<file path="config.mk">
export PLATFORM = sky130hd
export DESIGN_NAME = ssac_cell
export DESIGN_NICKNAME = d
export VERILOG_FILES = /design/src/hw/rtl/ssac_pkg.sv /design/src/hw/rtl/ssac_cell.sv
export SDC_FILE = /design/constraint.sdc
export NUM_CORES = 1
export LEC_CHECK = 0
export BUFFER_PORTS_ARGS = -buffer_cell sky130_fd_sc_hd__buf_4
export CORE_UTILIZATION = 47
export DETAILED_ROUTE_END_ITERATION = 8
export HOLD_SLACK_MARGIN = 0.03
export PLACE_DENSITY = 0.86
export SETUP_SLACK_MARGIN = 0.1
export SYNTH_ARGS = -nofsm -noshare
export SYNTH_HDL_FRONTEND = slang
export SYNTH_SLANG_ARGS = --single-unit
</file>
<file path="constraint.sdc">
create_clock -name clk -period 9.5 [get_ports clk]
set_input_delay 1.425 -clock clk [delete_from_list [all_inputs] [get_ports clk]]
set_output_delay 1.425 -clock clk [all_outputs]
set_load 0.01 [all_outputs]
</file>
<file path="src/hw/rtl/ssac_pkg.sv">
package ssac_pkg;

  // Default sizes of the arc store and the arc fields.
  localparam int MAX_ARCS_DEF  = 64;
  localparam int NODE_BITS_DEF = 8;
  localparam int COST_BITS_DEF = 32;

  // Width of the rank field of a result item.
  localparam int RANK_BITS = 6;

  // Commands that the top level broadcasts to every cell of the chain.
  typedef struct packed {
    logic load;   // insert the new arc at its sorted place
    logic shift;  // move every arc one cell toward the head
  } cell_ctl_t;

endpackage

</file>
<file path="src/hw/rtl/ssac_cell.sv">
module ssac_cell #(
  parameter int NODE_BITS = ssac_pkg::NODE_BITS_DEF,
  parameter int COST_BITS = ssac_pkg::COST_BITS_DEF,
  localparam int ARC_W = 2 * NODE_BITS + COST_BITS
) (
  input  logic               clk,
  input  logic               rst_n,
  input  ssac_pkg::cell_ctl_t ctl,
  // Arc to insert, fields {cost, end, start} from the top bit down.
  input  logic [ARC_W-1:0]   new_arc,
  // Neighbor toward the head of the chain.
  input  logic [ARC_W-1:0]   lft_arc,
  input  logic               lft_valid,
  input  logic               lft_ins,
  // Neighbor toward the tail of the chain.
  input  logic [ARC_W-1:0]   rgt_arc,
  input  logic               rgt_valid,
  output logic [ARC_W-1:0]   arc,
  output logic               valid,
  output logic               ins
);

  logic [ARC_W-1:0] arc_r;
  logic [ARC_W-1:0] arc_nxt;
  logic             valid_r;
  logic             valid_nxt;
  logic             gt;

  // The cell lies at or beyond the insertion point when it is empty or holds
  // a strictly greater cost; equal costs stay ahead of the new arc.
  assign gt  = valid_r && (arc_r[2*NODE_BITS +: COST_BITS] >
                           new_arc[2*NODE_BITS +: COST_BITS]);
  assign ins = gt || !valid_r;

  // Next contents: take the left neighbor's arc when it moves up too,
  // take the new arc at the insertion point, or shift toward the head.
  always_comb begin
    arc_nxt   = arc_r;
    valid_nxt = valid_r;
    if (ctl.shift) begin
      arc_nxt   = rgt_arc;
      valid_nxt = rgt_valid;
    end else if (ctl.load && ins) begin
      if (lft_ins) begin
        arc_nxt   = lft_arc;
        valid_nxt = lft_valid;
      end else begin
        arc_nxt   = new_arc;
        valid_nxt = 1'b1;
      end
    end
  end

  always_ff @(posedge clk) begin
    if (!rst_n) begin
      valid_r <= 1'b0;
    end else begin
      valid_r <= valid_nxt;
    end
  end

  always_ff @(posedge clk) begin
    arc_r <= arc_nxt;
  end

  assign arc   = arc_r;
  assign valid = valid_r;

endmodule

</file>
Word-level counts from Yosys, hierarchy flattened:

Cells that the tools add are included.

* logic and storage cells: 14
* register bits: 49

* reductions and logical operators: 5
* $lt $le $gt $ge: 1
* muxes and demuxes: 6

Operators by type and width (count)
* 48-bit two-way mux: 3
* 32-bit > comparator: 1
* 1-bit two-way mux: 3
* 1-bit logical AND: 2
* 2-bit nonzero test: 1
* 1-bit zero test: 1
* 1-bit logical OR: 1

Depth between registers and ports, before layout:

* depth in word-level cells: 6
* mapped depth: 8

Worst setup path after synthesis:

Ideal clock, no wire load.

* path kind: input port to flip-flop
* start: in new_arc[30]
* end: reg arc_r[0], in the netlist arc[0] (enable)
* data required time: 9.096 ns
* stages on the path: 8
* setup slack: 5.248 ns
* path buffers: 0
* data arrival time: 3.848 ns
* cells stage by stage: inv_1 -> ha_1 -> nand4_1 -> nor4_2 -> a21boi_2 -> o31ai_2 -> a41oi_2 -> a21o_1

* cells in the longest elaborated chain, start to end: 5

Ends and longest elaborated chain
* start, declared: line ssac_cell.sv:10 `input logic [ARC_W-1:0] new_arc,`
* 32-bit > comparator: line ssac_cell.sv:31 `assign gt = valid_r && (arc_r[2*NODE_BITS +: COST_BITS] >`
* 1-bit logical AND: line ssac_cell.sv:31
* 1-bit logical OR: line ssac_cell.sv:33 `assign ins = gt || !valid_r;`
* via ins: line ssac_cell.sv:20 `output logic ins`
* 1-bit logical AND: line ssac_cell.sv:43 `end else if (ctl.load && ins) begin`
* 2-bit nonzero test (no line)
* end signal, assigned: line ssac_cell.sv:63 `arc_r <= arc_nxt;`
* end, declared: line ssac_cell.sv:23 `logic [ARC_W-1:0] arc_r;`

The timed path passes the listed nets, and every way through them passes these cells.
A chain may end at the register's enable or synchronous reset.

Final worst setup path:

* start: in new_arc[30]
* end: out ins

* cells in the longest elaborated chain, start to end: 3

Ends and longest elaborated chain (line)
* 32-bit > comparator: ssac_cell.sv:31
* 1-bit logical AND: ssac_cell.sv:31
* 1-bit logical OR: ssac_cell.sv:33
* end, declared: ssac_cell.sv:20

Every way passes these cells.

==> metrics <==
status=finished clean; area of the die=7410 µm²; R2R Path Start=arc[30]; weighted congestion at the end of routability-driven global placement=0.831; Max clock buf depth=2; final setup fails=0; Die Width=86.1 µm; worst-path maximum fanout=3; maximum number of pins on one net before global-route repair=99; cell-by-cell trace of the critical path=buf_4, inv_1, ha_1, nand4_1, nor4_2, a21boi_2, o31ai_2, a41oi_2, buf_4; combined global-route utilization of all metal layers=24.5%; share of synthesized area occupied by flip-flops and latches=44.0%; R2R depth=7; Mapped Area=3320 µm²; number of detailed-routing iterations run before antenna repair=4; number of different library cells in the post-synthesis netlist=31; setup repair after global routing missed its margin=false; Num CTS Buffers=5; worst setup timing slack at the placement stage=4.87 ns; launching element type of the critical path=input pin; site row count=30; required time of the worst setup path=8.08 ns; IR drop worst, VDD=0.0765 mV; slowest stage delay, CP=0.36 ns; net count reported at finish=703; TritonCTS Sinks=49; Synth Instances=330; list of most frequent post-synthesis cells=sky130_fd_sc_hd__nand2_1 (54), sky130_fd_sc_hd__o21ai_0 (54), sky130_fd_sc_hd__edfxtp_1 (48), sky130_fd_sc_hd__mux2i_1 (48), sky130_fd_sc_hd__inv_1 (35); Peak Freq=0.217 GHz; number of warnings reported in the yosys synthesis log=0; count of antenna diodes in the layout=0; number of buffer cells added on primary ports=200; P_leak=2.50 nW; critical path capture point type=output pin; PwrDens=119 nW/µm²; crit path DAT=3.18 ns; maximum capacitance violations=0; postcts setup bufs=0; count of state elements after synthesis=49; worst min-delay path category=flip-flop to flip-flop; cell area after layout=4960 µm²; number of fillers in the final layout=515; top cell type by total area after synthesis=sky130_fd_sc_hd__edfxtp_1; WP buf/inv=3; number of gates on the worst path with buffers counted=9; final worst path period need=4.60 ns; portion of the clock cycle consumed by the worst path in the final layout=48.4%; synthesized netlist net count=513; detailed-route DRC error count=0; fin. max-slew vios=0; fraction of registers with async set/reset=0%; initial detailed-routing violation count=79; final number of hold-violating endpoints=0; instance count along the most critical hold path=2; Layout Skew=0.00498 ns; standard cell with the maximum stage delay on the critical path=sky130_fd_sc_hd__nor4_2; minimum setup slack in the final design=4.90 ns; via count of the first global-routing pass=3202; routed wirelength normalized by instance count=15.0 µm; H-tree levels=2; FF-to-FF setup slack=6.25 ns; number of instances resized during post-cts repair=0; first-pass GRT wire length=14100 µm; Top Ports=201; proportion of layout cells with a drive suffix above 1=41.3%; final HPWL from detailed placement=7250 µm; vias=3175; synth top area cells=sky130_fd_sc_hd__edfxtp_1 (43%), sky130_fd_sc_hd__mux2i_1 (14%), sky130_fd_sc_hd__ha_1 (12%); placed cell areas=4880 µm²; buffer type at the clock tree root=sky130_fd_sc_hd__clkbuf_8; TritonCTS clock tree=yes; max_slew headroom=22.0%; mean post-synth cell area=10.1 µm²; final-layout setup total negative slack=0 ns; clock transition time at the flip-flop clock pins of the worst setup and hold paths=0.09 ns; hold-fix buffer count after cts=0; Worst path top cell family by delay=compound AO/OA/AOI/OAI gates; via/cell ratio=5.15; Die Height=86.1 µm; Core ar.=6790 µm²; insertion delay of the later-clocked pin in the worst-skew pair=0.30 ns; grt total ovfl=0; actual slew at the worst max-slew pin=1.17 ns; cell type with the highest occurrence count on the critical path=sky130_fd_sc_hd__buf_4; FF-to-FF End=arc[18]; starting density of the core=48.9%; Detail Route Antenna Nets=0; area added between synthesis and finish=49.3%; Setup CP Type=input pin to output pin; crit path to=ins; routed wire length=9270 µm; number of antenna violations at the first check in global routing=0; Hold Startpoint=valid; area share of the largest cell type after synthesis=43.4%; primary flip-flop cell chosen by synthesis mapping=sky130_fd_sc_hd__edfxtp_1; Setup crit start=new_arc[30]; number of flops mapped to enable cells by yosys=48
-- flip-flops by register name, summed over array words and instances, names as in the netlist --
register,cells
arc,48
valid,1
-- tightest hold or removal path, cell delays in order (launching register included) --
cell and delay [ns]:
sky130_fd_sc_hd__dfxtp_1 0.37, sky130_fd_sc_hd__o22ai_1 0.19, sky130_fd_sc_hd__a31oi_1 0.10
-- cell type report --
| class | instances | area, µm² | share of cell area [%] |
|---|---|---|---|
| multi-input cells | 229 | 1660 | 33.5 |
| repair buffers | 200 | 1500 | 30.3 |
| flip-flops and latches | 49 | 1460 | 29.5 |
| inverters | 35 | 131 | 2.65 |
| well taps | 96 | 120 | 2.42 |
| clock buffers | 6 | 72.6 | 1.46 |
| clock inverters | 2 | 10.0 | 0.202 |
-- power breakdown --
| group | switching [mW] | total [mW] | internal, mW |
|---|---|---|---|
| combinational | 0.0865 | 0.188 | 0.102 |
| sequential | 0.0116 | 0.278 | 0.267 |
| clock | 0.0716 | 0.123 | 0.0513 |
-- worst min-delay path by stage --
| stage | to |
|---|---|
| global placement | valid |
| global route | valid |
| floorplan | valid |
| CTS | valid |
| finish | valid |
| detailed placement | valid |
-- per-stage QoR --
step	total power, mW	std cells	utilization [%]	hold slack [ns]
after floorplan	0.366	330	-	0.640
after global placement	0.464	609	71.8	0.663
after detailed placement	0.472	609	71.8	0.696
after CTS	0.593	617	73.0	0.709
after global routing	0.622	617	73.0	0.726
final	0.589	617	73.0	0.704
-- layout by cell type, fill, tap and decap left out, types with 3 or more instances in the layout --
cell type and count:
sky130_fd_sc_hd__ha_1 32, sky130_fd_sc_hd__nand2_1 54, sky130_fd_sc_hd__buf_4 200, sky130_fd_sc_hd__a21oi_1 7, sky130_fd_sc_hd__inv_1 35, sky130_fd_sc_hd__mux2i_1 48, sky130_fd_sc_hd__a211oi_1 3, sky130_fd_sc_hd__edfxtp_1 48
sky130_fd_sc_hd__o21ai_0 54, sky130_fd_sc_hd__clkbuf_8 5, sky130_fd_sc_hd__nand4_1 6, sky130_fd_sc_hd__nand3_1 3
-- per-layer routing --
metal	GRT usage (%)	wire [µm]	vias to the layer above
li1	-	-	1569
met1	26.4	3430	1446
met2	44.9	4820	136
met3	7.31	729	24
met4	9.55	291	0
met5	0	0	-
-- logic make-up (layout without fill, tap and decap cells) --
family,Yosys count,in the layout,synth area share [%]
simple gates,72,72,10.1
mux,48,48,14.5
fa+ha+maj,32,32,12.1
flops,49,49,44.0
compound gates,77,77,13.4
buf+inv,52,243,6.03
(Power assumes the default switching activity.)
